File: config.mk
export PLATFORM = sky130hd
export DESIGN_NAME = pid_controller_step_flat
export DESIGN_NICKNAME = d
export VERILOG_FILES = /design/src/sv/pid_pkg.sv /design/src/sv/pid_if.sv /design/src/sv/pid_controller_step.sv /design/src/sv/pid_dp.sv /design/src/sv/pid_ctrl.sv /design/src/flat_wrapper.sv
export SDC_FILE = /design/constraint.sdc
export NUM_CORES = 2
export LEC_CHECK = 0
export BUFFER_PORTS_ARGS = -buffer_cell sky130_fd_sc_hd__buf_2
export CAP_MARGIN = 5
export CORE_UTILIZATION = 35
export CTS_CLUSTER_SIZE = 20
export DETAILED_ROUTE_END_ITERATION = 6
export PLACE_DENSITY = 0.57
export SETUP_SLACK_MARGIN = 0.3
export SYNTH_ARGS = -nofsm -noshare
export SYNTH_HDL_FRONTEND = slang
export SYNTH_SLANG_ARGS = --single-unit
File: constraint.sdc
create_clock -name clk -period 16.4 [get_ports clk]
set_clock_uncertainty 0.2 [all_clocks]
set_input_delay 0.82 -clock clk [delete_from_list [all_inputs] [get_ports clk]]
set_output_delay 0.82 -clock clk [all_outputs]
set_load 0.005 [all_outputs]
File: src/sv/pid_pkg.sv
`timescale 1ns / 1ps
// ----------------------------------------------------------------------------
// pid_pkg: shared types and constants of the pid step block
// Fixed register widths, saturation limits and the command and status
// groups that pass between the controller and the datapath.
// ----------------------------------------------------------------------------
package pid_pkg;

	// fixed widths of the registers and the running integral
	localparam int GAIN_W    = 32;
	localparam int STEP_W    = 32;
	localparam int INTEG_W   = 48;
	localparam int CFG_IDX_W = 2;

	// magnitude limit of the derivative and of every gained term
	localparam int HOLD_W = 60;
	localparam logic [HOLD_W-1:0] HOLD_LIMIT = '1;

	// shared multiplier: 32 x 32 per cycle, second operand in two chunks
	localparam int MUL_CHUNK = 32;
	localparam int MUL_B_W   = 2 * MUL_CHUNK;
	localparam int MUL_P_W   = GAIN_W + MUL_CHUNK;

	// step interval after reset, about 0.01 s in Q16.16
	localparam logic [STEP_W-1:0] STEP_RESET = STEP_W'(655);

	// register indexes of the configuration port
	typedef enum logic [CFG_IDX_W-1:0] {
		REG_KP   = 2'd0,
		REG_KI   = 2'd1,
		REG_KD   = 2'd2,
		REG_STEP = 2'd3
	} cfg_reg_t;

	// operand pair fed to the shared multiplier
	typedef enum logic [1:0] {
		MUL_INT = 2'd0,
		MUL_P   = 2'd1,
		MUL_I   = 2'd2,
		MUL_D   = 2'd3
	} mul_op_t;

	// controller to datapath
	typedef struct packed {
		logic    load_item;
		logic    div_step;
		logic    div_fin;
		mul_op_t mul_op;
		logic    mul_lo;
		logic    mul_hi;
		logic    mul_acc;
		logic    mul_fin;
		logic    integ_upd;
		logic    sum_add;
		logic    out_load;
	} cmd_t;

	// datapath to controller
	typedef struct packed {
		logic zero_step;
	} status_t;

endpackage

File: src/sv/pid_if.sv
`timescale 1ns / 1ps
// ----------------------------------------------------------------------------
// pid_if: item channels of the pid step block
// Valid/ready channels for error samples in and controller results out.
// ----------------------------------------------------------------------------

// error sample channel
interface pid_in_if #(
	parameter int DATA_WIDTH = 32
);
	logic                         valid;
	logic                         ready;
	logic signed [DATA_WIDTH-1:0] error_sample;

	modport source (output valid, output error_sample, input ready);
	modport sink (input valid, input error_sample, output ready);
endinterface

// result channel
interface pid_out_if #(
	parameter int DATA_WIDTH = 32
);
	logic                         valid;
	logic                         ready;
	logic signed [DATA_WIDTH-1:0] drive_value;
	logic                         output_saturated;
	logic                         zero_step_fault;

	modport source (output valid, output drive_value, output output_saturated,
		output zero_step_fault, input ready);
	modport sink (input valid, input drive_value, input output_saturated,
		input zero_step_fault, output ready);
endinterface

File: src/sv/pid_controller_step.sv
`timescale 1ns / 1ps
// ----------------------------------------------------------------------------
// pid_controller_step: parallel-form PID step in signed fixed point
// Top level: sequencer plus datapath, item channels and register port.
// ----------------------------------------------------------------------------
// Each error sample yields one result: the derivative (error difference over
// the step interval), the saturating 48-bit integral update, and the sum of
// the three gained terms saturated to DATA_WIDTH bits, all truncated toward
// zero with FRAC_BITS fraction bits. The block works on one item at a time
// and takes the next sample only after the previous result is loaded into
// the output register; the divider is skipped when the step interval is
// zero. The bit-serial divider yields one quotient bit per cycle; the four
// products then share one 32 x 32 multiplier. A finished result waits in
// an output register, so a new sample is taken while the result is still
// unclaimed. Register writes (index 0 Kp, 1 Ki, 2 Kd, 3 step interval)
// belong between items, while the block is idle.
// ----------------------------------------------------------------------------
module pid_controller_step import pid_pkg::*; #(
	parameter int DATA_WIDTH = 32,
	parameter int FRAC_BITS  = 16
) (
	input  logic                 clk,
	input  logic                 arst_n,
	input  logic                 cfg_we,
	input  logic [CFG_IDX_W-1:0] cfg_index,
	input  logic [GAIN_W-1:0]    cfg_data,
	pid_in_if.sink               sample,
	pid_out_if.source            result
);

	localparam int DIV_STEPS = DATA_WIDTH + 1 + FRAC_BITS;

	cmd_t    cmd;
	status_t status;

	// sequencer
	pid_ctrl #(
		.DIV_STEPS (DIV_STEPS)
	) u_ctrl (
		.clk       (clk),
		.arst_n    (arst_n),
		.in_valid  (sample.valid),
		.in_ready  (sample.ready),
		.out_valid (result.valid),
		.out_ready (result.ready),
		.status    (status),
		.cmd       (cmd)
	);

	// arithmetic and state
	pid_dp #(
		.DATA_WIDTH (DATA_WIDTH),
		.FRAC_BITS  (FRAC_BITS)
	) u_dp (
		.clk              (clk),
		.arst_n           (arst_n),
		.cfg_we           (cfg_we),
		.cfg_index        (cfg_index),
		.cfg_data         (cfg_data),
		.error_sample     (sample.error_sample),
		.cmd              (cmd),
		.status           (status),
		.drive_value      (result.drive_value),
		.output_saturated (result.output_saturated),
		.zero_step_fault  (result.zero_step_fault)
	);

endmodule

File: src/sv/pid_dp.sv
`timescale 1ns / 1ps
// ----------------------------------------------------------------------------
// pid_dp: datapath of the pid step block
// Configuration registers, controller state, a bit-serial restoring divider
// for the derivative and a shared 32 x 32 multiplier with accumulator for
// the four fixed-point products, plus the saturating adders and output item.
// ----------------------------------------------------------------------------
module pid_dp import pid_pkg::*; #(
	parameter int DATA_WIDTH = 32,
	parameter int FRAC_BITS  = 16
) (
	input  logic                         clk,
	input  logic                         arst_n,
	input  logic                         cfg_we,
	input  logic [CFG_IDX_W-1:0]         cfg_index,
	input  logic [GAIN_W-1:0]            cfg_data,
	input  logic signed [DATA_WIDTH-1:0] error_sample,
	input  cmd_t                         cmd,
	output status_t                      status,
	output logic signed [DATA_WIDTH-1:0] drive_value,
	output logic                         output_saturated,
	output logic                         zero_step_fault
);

	localparam int DIFF_W = DATA_WIDTH + 1;
	localparam int NUM_W  = DIFF_W + FRAC_BITS;
	localparam int CMP_W  = (NUM_W > HOLD_W) ? NUM_W : HOLD_W + 1;
	localparam int ACC_W  = GAIN_W + MUL_B_W;
	localparam int TERM_W = HOLD_W + 1;
	localparam int ISUM_W = TERM_W + 1;
	localparam int SUM_W  = TERM_W + 2;

	localparam logic signed [ISUM_W-1:0] I_MAX =
		{{(ISUM_W-INTEG_W+1){1'b0}}, {(INTEG_W-1){1'b1}}};
	localparam logic signed [ISUM_W-1:0] I_MIN = ~I_MAX;
	localparam logic signed [SUM_W-1:0] D_MAX =
		{{(SUM_W-DATA_WIDTH+1){1'b0}}, {(DATA_WIDTH-1){1'b1}}};
	localparam logic signed [SUM_W-1:0] D_MIN = ~D_MAX;

	// configuration and controller state
	logic signed [GAIN_W-1:0]     kp_q, ki_q, kd_q;
	logic [STEP_W-1:0]            step_q;
	logic signed [INTEG_W-1:0]    integ_q;
	logic signed [DATA_WIDTH-1:0] prev_q;

	// per-item working registers
	logic signed [DATA_WIDTH-1:0] err_q;
	logic                         zero_q;
	logic                         dneg_q;
	logic [STEP_W-1:0]            rem_q;
	logic [NUM_W-1:0]             num_q;
	logic [HOLD_W-1:0]            deriv_mag_q;
	logic                         deriv_neg_q;
	logic [MUL_P_W-1:0]           prod_q;
	logic [ACC_W-1:0]             acc_q;
	logic                         mneg_q;
	logic signed [TERM_W-1:0]     term_q;
	logic signed [SUM_W-1:0]      sum_q;
	logic                         clip_q;

	// output item
	logic signed [DATA_WIDTH-1:0] drive_q;
	logic                         sat_q;
	logic                         zflag_q;

	// combinational values
	logic signed [DIFF_W-1:0]     diff;
	logic [DIFF_W-1:0]            diff_mag;
	logic [STEP_W:0]              rem_sh;
	logic                         rem_ge;
	logic                         quot_over;
	logic [DATA_WIDTH-1:0]        err_mag;
	logic [GAIN_W-1:0]            kp_mag, ki_mag, kd_mag;
	logic [INTEG_W-1:0]           integ_mag;
	logic [GAIN_W-1:0]            mul_a;
	logic [MUL_B_W-1:0]           mul_b;
	logic                         mul_neg;
	logic [MUL_CHUNK-1:0]         b_chunk;
	logic [MUL_P_W-1:0]           prod_d;
	logic [ACC_W-1:0]             acc_sh;
	logic                         term_over;
	logic [HOLD_W-1:0]            term_mag;
	logic signed [ISUM_W-1:0]     isum;
	logic signed [SUM_W-1:0]      sum_next;

	assign status.zero_step = (step_q == '0);

	// configuration registers
	always_ff @(posedge clk or negedge arst_n) begin
		if (!arst_n) begin
			kp_q   <= '0;
			ki_q   <= '0;
			kd_q   <= '0;
			step_q <= STEP_RESET;
		end else if (cfg_we) begin
			case (cfg_reg_t'(cfg_index))
				REG_KP:   kp_q   <= signed'(cfg_data);
				REG_KI:   ki_q   <= signed'(cfg_data);
				REG_KD:   kd_q   <= signed'(cfg_data);
				REG_STEP: step_q <= cfg_data;
				default: ;
			endcase
		end
	end

	// error difference against the previous sample
	assign diff     = DIFF_W'(error_sample) - DIFF_W'(prev_q);
	assign diff_mag = diff[DIFF_W-1] ? DIFF_W'(-diff) : DIFF_W'(diff);

	// one restoring division step: shift in a numerator bit, try subtract
	assign rem_sh    = {rem_q, num_q[NUM_W-1]};
	assign rem_ge    = rem_sh >= {1'b0, step_q};
	assign quot_over = CMP_W'(num_q) > CMP_W'(HOLD_LIMIT);

	// operand magnitudes
	assign err_mag   = err_q[DATA_WIDTH-1] ? DATA_WIDTH'(-err_q) : DATA_WIDTH'(err_q);
	assign kp_mag    = kp_q[GAIN_W-1] ? GAIN_W'(-kp_q) : GAIN_W'(kp_q);
	assign ki_mag    = ki_q[GAIN_W-1] ? GAIN_W'(-ki_q) : GAIN_W'(ki_q);
	assign kd_mag    = kd_q[GAIN_W-1] ? GAIN_W'(-kd_q) : GAIN_W'(kd_q);
	assign integ_mag = integ_q[INTEG_W-1] ? INTEG_W'(-integ_q) : INTEG_W'(integ_q);

	// multiplier operand select
	always_comb begin
		case (cmd.mul_op)
			MUL_INT: begin
				mul_a   = step_q;
				mul_b   = MUL_B_W'(err_mag);
				mul_neg = err_q[DATA_WIDTH-1];
			end
			MUL_P: begin
				mul_a   = kp_mag;
				mul_b   = MUL_B_W'(err_mag);
				mul_neg = kp_q[GAIN_W-1] ^ err_q[DATA_WIDTH-1];
			end
			MUL_I: begin
				mul_a   = ki_mag;
				mul_b   = MUL_B_W'(integ_mag);
				mul_neg = ki_q[GAIN_W-1] ^ integ_q[INTEG_W-1];
			end
			MUL_D: begin
				mul_a   = kd_mag;
				mul_b   = MUL_B_W'(deriv_mag_q);
				mul_neg = kd_q[GAIN_W-1] ^ deriv_neg_q;
			end
			default: begin
				mul_a   = '0;
				mul_b   = '0;
				mul_neg = 1'b0;
			end
		endcase
	end

	assign b_chunk = cmd.mul_hi ? mul_b[MUL_B_W-1:MUL_CHUNK] : mul_b[MUL_CHUNK-1:0];
	assign prod_d  = mul_a * b_chunk;

	// drop fraction bits, bound the magnitude
	assign acc_sh    = acc_q >> FRAC_BITS;
	assign term_over = |acc_sh[ACC_W-1:HOLD_W];
	assign term_mag  = term_over ? HOLD_LIMIT : acc_sh[HOLD_W-1:0];

	// integral and output sums
	assign isum     = ISUM_W'(integ_q) + ISUM_W'(term_q);
	assign sum_next = sum_q + SUM_W'(term_q);

	// controller state: integral and previous error
	always_ff @(posedge clk or negedge arst_n) begin
		if (!arst_n) begin
			integ_q <= '0;
			prev_q  <= '0;
		end else begin
			if (cmd.integ_upd) begin
				if (isum > I_MAX)
					integ_q <= I_MAX[INTEG_W-1:0];
				else if (isum < I_MIN)
					integ_q <= I_MIN[INTEG_W-1:0];
				else
					integ_q <= isum[INTEG_W-1:0];
			end
			if (cmd.out_load)
				prev_q <= err_q;
		end
	end

	// item capture and divider
	always_ff @(posedge clk) begin
		if (cmd.load_item) begin
			err_q  <= error_sample;
			zero_q <= status.zero_step;
			dneg_q <= diff[DIFF_W-1];
			rem_q  <= '0;
			num_q  <= {diff_mag, {FRAC_BITS{1'b0}}};
		end else if (cmd.div_step) begin
			rem_q <= rem_ge ? STEP_W'(rem_sh - {1'b0, step_q}) : rem_sh[STEP_W-1:0];
			num_q <= {num_q[NUM_W-2:0], rem_ge};
		end
		if (cmd.div_fin) begin
			deriv_mag_q <= zero_q ? '0 : (quot_over ? HOLD_LIMIT : HOLD_W'(num_q));
			deriv_neg_q <= dneg_q & ~zero_q;
		end
	end

	// shared multiplier and accumulator
	always_ff @(posedge clk) begin
		if (cmd.mul_lo) begin
			prod_q <= prod_d;
			mneg_q <= mul_neg;
		end else if (cmd.mul_hi) begin
			prod_q <= prod_d;
			acc_q  <= ACC_W'(prod_q);
		end else if (cmd.mul_acc) begin
			acc_q <= acc_q + {prod_q, {MUL_CHUNK{1'b0}}};
		end
		if (cmd.mul_fin)
			term_q <= mneg_q ? -TERM_W'(term_mag) : TERM_W'(term_mag);
	end

	// output sum and clip flag
	always_ff @(posedge clk) begin
		if (cmd.load_item) begin
			sum_q  <= '0;
			clip_q <= 1'b0;
		end else begin
			if (cmd.sum_add)
				sum_q <= sum_next;
			if (cmd.div_fin && !zero_q && quot_over)
				clip_q <= 1'b1;
			if (cmd.mul_fin && term_over)
				clip_q <= 1'b1;
			if (cmd.integ_upd && (isum > I_MAX || isum < I_MIN))
				clip_q <= 1'b1;
		end
	end

	// output item register
	always_ff @(posedge clk) begin
		if (cmd.out_load) begin
			if (sum_q > D_MAX)
				drive_q <= D_MAX[DATA_WIDTH-1:0];
			else if (sum_q < D_MIN)
				drive_q <= D_MIN[DATA_WIDTH-1:0];
			else
				drive_q <= sum_q[DATA_WIDTH-1:0];
			sat_q   <= clip_q || sum_q > D_MAX || sum_q < D_MIN;
			zflag_q <= zero_q;
		end
	end

	assign drive_value      = drive_q;
	assign output_saturated = sat_q;
	assign zero_step_fault  = zflag_q;

`ifndef SYNTH
	// a zero step interval always yields a zero derivative
	assert property (@(posedge clk) disable iff (!arst_n)
		cmd.div_fin && zero_q |=> deriv_mag_q == '0)
		else $error("derivative not zero for zero step interval");

	// every item starts with a clean sum and clip flag
	assert property (@(posedge clk) disable iff (!arst_n)
		cmd.load_item |=> !clip_q && sum_q == '0)
		else $error("item state not cleared at load");

	// previous error follows the item that was just delivered
	assert property (@(posedge clk) disable iff (!arst_n)
		cmd.out_load |=> prev_q == $past(err_q))
		else $error("previous error not updated");
`endif

endmodule

File: src/sv/pid_ctrl.sv
`timescale 1ns / 1ps
// ----------------------------------------------------------------------------
// pid_ctrl: sequencer of the pid step block
// Steps the datapath through division, four multiply passes and the
// output load, and owns the input and output handshakes.
// ----------------------------------------------------------------------------
module pid_ctrl import pid_pkg::*; #(
	parameter int DIV_STEPS = 49
) (
	input  logic    clk,
	input  logic    arst_n,
	input  logic    in_valid,
	output logic    in_ready,
	output logic    out_valid,
	input  logic    out_ready,
	input  status_t status,
	output cmd_t    cmd
);

	localparam int CNT_W = $clog2(DIV_STEPS);

	typedef enum logic [4:0] {
		ST_IDLE = 5'b00001,
		ST_DIV  = 5'b00010,
		ST_DFIN = 5'b00100,
		ST_MUL  = 5'b01000,
		ST_DONE = 5'b10000
	} state_t;

	typedef enum logic [4:0] {
		PH_LO  = 5'b00001,
		PH_HI  = 5'b00010,
		PH_ACC = 5'b00100,
		PH_FIN = 5'b01000,
		PH_USE = 5'b10000
	} phase_t;

	state_t            state_q, state_d;
	phase_t            phase_q, phase_d;
	mul_op_t           op_q, op_d;
	logic [CNT_W-1:0]  cnt_q;
	logic              out_valid_q;

	assign in_ready  = (state_q == ST_IDLE);
	assign out_valid = out_valid_q;

	// next state and commands
	always_comb begin
		cmd        = '0;
		cmd.mul_op = op_q;
		state_d    = state_q;
		phase_d    = phase_q;
		op_d       = op_q;
		case (state_q)
			ST_IDLE: begin
				phase_d = PH_LO;
				op_d    = MUL_INT;
				if (in_valid) begin
					cmd.load_item = 1'b1;
					state_d       = status.zero_step ? ST_DFIN : ST_DIV;
				end
			end
			ST_DIV: begin
				cmd.div_step = 1'b1;
				if (cnt_q == CNT_W'(DIV_STEPS - 1))
					state_d = ST_DFIN;
			end
			ST_DFIN: begin
				cmd.div_fin = 1'b1;
				state_d     = ST_MUL;
			end
			ST_MUL: begin
				case (phase_q)
					PH_LO: begin
						cmd.mul_lo = 1'b1;
						phase_d    = PH_HI;
					end
					PH_HI: begin
						cmd.mul_hi = 1'b1;
						phase_d    = PH_ACC;
					end
					PH_ACC: begin
						cmd.mul_acc = 1'b1;
						phase_d     = PH_FIN;
					end
					PH_FIN: begin
						cmd.mul_fin = 1'b1;
						phase_d     = PH_USE;
					end
					PH_USE: begin
						phase_d = PH_LO;
						case (op_q)
							MUL_INT: begin
								cmd.integ_upd = 1'b1;
								op_d          = MUL_P;
							end
							MUL_P: begin
								cmd.sum_add = 1'b1;
								op_d        = MUL_I;
							end
							MUL_I: begin
								cmd.sum_add = 1'b1;
								op_d        = MUL_D;
							end
							MUL_D: begin
								cmd.sum_add = 1'b1;
								state_d     = ST_DONE;
							end
							default: state_d = ST_DONE;
						endcase
					end
					default: phase_d = PH_LO;
				endcase
			end
			ST_DONE: begin
				if (!out_valid_q || out_ready) begin
					cmd.out_load = 1'b1;
					state_d      = ST_IDLE;
				end
			end
			default: state_d = ST_IDLE;
		endcase
	end

	// sequencer registers
	always_ff @(posedge clk or negedge arst_n) begin
		if (!arst_n) begin
			state_q <= ST_IDLE;
			phase_q <= PH_LO;
			op_q    <= MUL_INT;
			cnt_q   <= '0;
		end else begin
			state_q <= state_d;
			phase_q <= phase_d;
			op_q    <= op_d;
			if (state_q == ST_DIV)
				cnt_q <= cnt_q + CNT_W'(1);
			else
				cnt_q <= '0;
		end
	end

	// output item valid
	always_ff @(posedge clk or negedge arst_n) begin
		if (!arst_n)
			out_valid_q <= 1'b0;
		else if (cmd.out_load)
			out_valid_q <= 1'b1;
		else if (out_ready)
			out_valid_q <= 1'b0;
	end

`ifndef SYNTH
	// one item at a time: no acceptance right after an acceptance
	assert property (@(posedge clk) disable iff (!arst_n)
		in_valid && in_ready |=> !in_ready)
		else $error("item accepted while busy");

	// divider counter stays within the quotient width
	assert property (@(posedge clk) disable iff (!arst_n)
		state_q == ST_DIV |-> cnt_q <= CNT_W'(DIV_STEPS - 1))
		else $error("divider step count overrun");

	// a result appears only out of the done state
	assert property (@(posedge clk) disable iff (!arst_n)
		$rose(out_valid_q) |-> $past(state_q == ST_DONE))
		else $error("result valid without completion");

	// the derivative pass is the last multiply pass
	assert property (@(posedge clk) disable iff (!arst_n)
		state_q == ST_MUL && phase_q == PH_USE && op_q == MUL_D |=> state_q == ST_DONE)
		else $error("multiply sequence did not finish");
`endif

endmodule

File: src/flat_wrapper.sv
// flat-port wrapper written by rule: the top's interface ports become plain ports
module pid_controller_step_flat import pid_pkg::*;
#(
	parameter int DATA_WIDTH = 32,
	parameter int FRAC_BITS  = 16
)
  (clk, arst_n, cfg_we, cfg_index, cfg_data, sample_valid, sample_error_sample, sample_ready, result_valid, result_drive_value, result_output_saturated, result_zero_step_fault, result_ready);
  pid_in_if #(.DATA_WIDTH(DATA_WIDTH)) sample_i ();
  pid_out_if #(.DATA_WIDTH(DATA_WIDTH)) result_i ();
  input  logic clk;
  input  logic arst_n;
  input  logic cfg_we;
  input  logic [CFG_IDX_W-1:0] cfg_index;
  input  logic [GAIN_W-1:0] cfg_data;
  input wire logic [$bits(sample_i.valid)-1:0] sample_valid;
  input wire logic [$bits(sample_i.error_sample)-1:0] sample_error_sample;
  output wire logic [$bits(sample_i.ready)-1:0] sample_ready;
  output wire logic [$bits(result_i.valid)-1:0] result_valid;
  output wire logic [$bits(result_i.drive_value)-1:0] result_drive_value;
  output wire logic [$bits(result_i.output_saturated)-1:0] result_output_saturated;
  output wire logic [$bits(result_i.zero_step_fault)-1:0] result_zero_step_fault;
  input wire logic [$bits(result_i.ready)-1:0] result_ready;
  assign sample_i.valid = sample_valid;
  assign sample_i.error_sample = sample_error_sample;
  assign sample_ready = sample_i.ready;
  assign result_valid = result_i.valid;
  assign result_drive_value = result_i.drive_value;
  assign result_output_saturated = result_i.output_saturated;
  assign result_zero_step_fault = result_i.zero_step_fault;
  assign result_i.ready = result_ready;
  pid_controller_step #(.DATA_WIDTH(DATA_WIDTH), .FRAC_BITS(FRAC_BITS)) u_core (.clk(clk), .arst_n(arst_n), .cfg_we(cfg_we), .cfg_index(cfg_index), .cfg_data(cfg_data), .sample(sample_i), .result(result_i));
endmodule
==> out/results.md <==
| Step | Quantity | This run |
|:---|:---|:---|
| flow run | Max Cap Violations | 0 |
| routing | Detailed-route vias per instance | 5.52 |
| synthesis | Most used flip-flop cell after synthesis | sky130_fd_sc_hd__edfxtp_1 |
| finish | Fill cell total of the finished layout | 22.6k |
| clock tree | Sink Count | 696 |
| sta | Count of final max-slew check failures | 0 |
| clock tree | Clock Tree Buf Depth | 3 |
| global route | First-pass GRT wire length | 413000 um |
| synthesis | Unique masters post-synth | 95 |
| critical path | Crit path kind | register to register |
| critical path | Worst Setup End Kind | register |
| sta | Total Negative Setup Slacks | 0 ns |
| clock tree | CTS clk-pin slew, worst paths | 0.06 ns |
| finish | Proportion of layout cells with a drive suffix above 1 | 7.66% |
| status | Result of the run | complete, no violations |
| critical path | Critical Path Start Type | register |
| sta | Final Hold Viols | 0 |
| floorplan | DIE WIDTH | 480 um |
| routing | Drt pass-1 iters | 6 |
| critical path | Required time of the critical path | 16.66 ns |
| critical path | Library cell contributing the largest single delay on the critical path | sky130_fd_sc_hd__o311ai_1 |
| floorplan | Row Count | 174 |
| clock tree | Number of buffers created by CTS | 84 |
| routing | Antenna violation net count after detailed routing | 0 |
| finish | Synth-to-Final Area Change | 8.26% |
| global route | Global routing usage summed across all routing layers | 23.4% |
| finish | Nets@finish | 10.4k |
| routing | DRT iter0 DRCs | 5549 |
| floorplan | Die Area | 230000 um2 |
| synthesis | Post-synth EDFFs | 357 |
| place | Number of buffers added on ports | 106 |
| clock tree | Number of hold buffers added after CTS | 0 |
| routing | Detailed-route DRC error count | 0 |
| sta | Post-route minimum period | 13.39 ns |
| critical path | Number of cells on the worst reg-to-reg path | 38 |
| clock tree | Cells resized by post-CTS repair | 0 |
| synthesis | Post-synthesis instance area | 79800 um2 |
| critical path | Worst reg2reg setup slack | 3.01 ns |
| global route | Largest net degree at the start of global routing | 130 |
| global route | Vias in the first global route | 67.1k |
| sta | Period Utilization, post-route | 81.7% |
| critical path | Dominant delay contributor by cell family on the critical path | simple AND/OR/NAND/NOR gates |
| synthesis | Share of flip-flops with an asynchronous set or reset | 32.6% |
| clock tree | # H-tree levels | 3 |
| hold path | Min-delay worst type | primary input to async pin |
| sta | Worst slew pin tran | 1.24 ns |
| routing | Total vias in the final route | 65.9k |
| floorplan | Floorplan core area | 226000 um2 |
| global route | Overflow left after global routing | 0 |
| critical path | Worst setup startpoint | u_core.u_dp.integ_q[9]$_DFFE_PN0P_ |
| global route | Number of antenna violations at the first check in global routing | 10 |
| synthesis | Syn. warnings | 0 |
| critical path | Data arrival at the endpoint of the critical path | 13.66 ns |
| clock tree | Clock Root Buffer | sky130_fd_sc_hd__clkbuf_16 |
| clock tree | Clock latency at the later pin of the worst-skew pair | 0.71 ns |
| critical path | R2R Path End | u_core.u_dp.prod_q[56]$_DFFE_PP_ |
| synthesis | Number of nets produced by synthesis | 10.5k |
| critical path | Reg-to-reg startpoint | u_core.u_dp.integ_q[9]$_DFFE_PN0P_ |
| sta | Max-slew headroom at the worst pin | 17.4% |
| place | HPWL after detailed placement | 210000 um |
| critical path | WP buf/inv | 6 |
| sta | Final setup violating endpoints | 0 |
| floorplan | Die H | 480 um |
| synthesis | Total of flip-flops plus latches after synthesis | 696 |
| routing | Wire length reported by the detailed router | 268000 um |
| synthesis | Number of instances in the synthesized netlist | 8983 |
| synthesis | List of most frequent post-synthesis cells | sky130_fd_sc_hd__inv_1, sky130_fd_sc_hd__nand2_1, sky130_fd_sc_hd__fa_1, sky130_fd_sc_hd__nor2_1, sky130_fd_sc_hd__ha_1 |
| routing | Final routed wire length divided by cell count | 22.5 um |
| sta | Highest clock rate | 74.7 MHz |
| clock tree | CTS tree | yes |
| synthesis | Post-synth top area share | 22.6% |
| synthesis | Mean area per synthesized cell | 8.89 um2 |
| synthesis | Main area contributors after synthesis | sky130_fd_sc_hd__fa_1, sky130_fd_sc_hd__edfxtp_1, sky130_fd_sc_hd__ha_1, sky130_fd_sc_hd__dfrtp_1, sky130_fd_sc_hd__inv_1 |
| sta | Setup repair after global routing missed its margin | no |
| clock tree | Number of buffers inserted to repair setup after CTS | 0 |
| floorplan | Initial standard-cell utilization of the core | 35.4% |
| floorplan | Total I/O pin count | 107 |
| critical path | Critical-path maximum fanout | 25 |
| place | Routability cong. | 0.944 |
| synthesis | Sequential cell area fraction in the yosys report | 23.4% |
| critical path | Biggest cell delay along the critical path | 0.73 ns |
| synthesis | Cell type contributing the most total cell area after synthesis | sky130_fd_sc_hd__fa_1 |
| synthesis | Most common cell in the synthesized netlist | sky130_fd_sc_hd__inv_1 |
sequential cells by signal, summed over array words and instances, names as in the netlist, 48 cells and up:
signal	flops
u_core.u_dp.acc_q	80
u_core.u_dp.integ_q	48
u_core.u_dp.num_q	49
u_core.u_dp.prod_q	64
u_core.u_dp.term_q	61
u_core.u_dp.deriv_mag_q	49
u_core.u_dp.sum_q	63
worst max-delay path by stage:
| stage | endpoint | cells after the start |
|---|---|---|
| 2_1_floorplan | u_core.u_dp.prod_q[56]$_DFFE_PP_ | 40 |
| 6_report | u_core.u_dp.prod_q[56]$_DFFE_PP_ | 38 |
| 5_1_grt | u_core.u_dp.prod_q[56]$_DFFE_PP_ | 38 |
| 3_3_place_gp | u_core.u_dp.prod_q[56]$_DFFE_PP_ | 37 |
| 4_1_cts | u_core.u_dp.prod_q[56]$_DFFE_PP_ | 38 |
| 3_5_place_dp | u_core.u_dp.prod_q[56]$_DFFE_PP_ | 38 |
worst register-to-register path, delay by kind of cell (launching register included):
kind                     cells  cell delay, ns
AO/OA/AOI/OAI                8            3.58
buffers and inverters        6            0.32
AND/OR/NAND/NOR             14            4.32
adder cells (fa/ha/maj)      9            4.19
flip-flops                   1            0.46
XOR/XNOR                     1            0.07
cell families (layout without fill, tap and decap cells):
logic type | Yosys count | count (layout) | synth area share (%)
XOR/XNOR | 488 | 488 | 5.35
buffers and inverters | 1616 | 1560 | 7.69
other | 0 | 4 | 0
AO/OA/AOI/OAI | 1724 | 1724 | 14.0
AND/OR/NAND/NOR | 2865 | 2865 | 16.4
flip-flops | 696 | 696 | 23.4
multiplexers | 167 | 167 | 2.30
adder cells (fa/ha/maj) | 1427 | 1427 | 30.8
layer usage:
layer  vias to the layer above  global-route usage, %  share of wire [%]
met3                       520                   3.86                7.7
li1                      29800                      -                  -
met2                      2514                   37.1                 45
met1                     33000                   31.7                 43
met4                         2                   9.18                4.3
met5                         -                      0              0.016
stage by stage:
step / cells / hold WS, ns / setup slack (ns) / utilization [%] / instance area [um2]
2_1_floorplan: 8983 / 0.231 / 4.89 / - / 79800
3_3_place_gp: 11800 / 0.255 / 3.16 / 37.1 / 83700
6_report: 11900 / 0.0373 / 3.01 / 38.3 / 86400
3_5_place_dp: 11800 / 0.266 / 3.11 / 37.1 / 83700
4_1_cts: 11900 / 0.0532 / 2.97 / 38.3 / 86400
5_1_grt: 11900 / 0.0858 / 2.38 / 38.3 / 86400
layout make-up:
class	count	area, um2	share of cell area [%]
sequential	696	18700	21.6
timing repair buffer	231	1480	1.72
clock buffer	109	2260	2.61
multi-input combinational	6671	55400	64.1
clock inverter	47	459	0.531
inverter	1173	4410	5.10
antenna	4	10.0	0.0116
tap	2992	3740	4.33
layout by cell type, fill, tap and decap left out, types with 40 or more instances in the layout:
cell / synthesis / layout
sky130_fd_sc_hd__inv_1: 1170 / 1170
sky130_fd_sc_hd__nor2_1: 838 / 833
sky130_fd_sc_hd__buf_2: 22 / 105
sky130_fd_sc_hd__nor4_1: 58 / 58
sky130_fd_sc_hd__and3_1: 45 / 44
sky130_fd_sc_hd__xor2_1: 205 / 205
sky130_fd_sc_hd__ha_1: 526 / 523
sky130_fd_sc_hd__o21bai_1: 69 / 68
sky130_fd_sc_hd__dfxtp_1: 112 / 112
sky130_fd_sc_hd__nand3_1: 122 / 120
sky130_fd_sc_hd__a21oi_1: 462 / 458
sky130_fd_sc_hd__o21ai_0: 440 / 436
sky130_fd_sc_hd__a31oi_1: 41 / 40
sky130_fd_sc_hd__and2_1: 76 / 76
sky130_fd_sc_hd__fa_1: 901 / 901
sky130_fd_sc_hd__nand4_1: 81 / 81
sky130_fd_sc_hd__mux2_2: 134 / 134
sky130_fd_sc_hd__o31ai_1: 90 / 79
sky130_fd_sc_hd__or3_1: 91 / 90
sky130_fd_sc_hd__clkbuf_16: 0 / 86
sky130_fd_sc_hd__nor2b_1: 110 / 110
sky130_fd_sc_hd__nand2_1: 1081 / 1079
sky130_fd_sc_hd__nand2b_1: 84 / 84
sky130_fd_sc_hd__xnor2_1: 283 / 283
sky130_fd_sc_hd__edfxtp_1: 357 / 357
sky130_fd_sc_hd__dfrtp_1: 219 / 218
sky130_fd_sc_hd__nor3_1: 100 / 98
sky130_fd_sc_hd__a21o_1: 176 / 176
sky130_fd_sc_hd__or2_2: 41 / 41
sky130_fd_sc_hd__o311ai_0: 67 / 67
sky130_fd_sc_hd__buf_4: 2 / 124
Power is left out: the tool's default activity adds up to more than one toggle a clock period on the data nets, which glitch-free logic cannot reach.
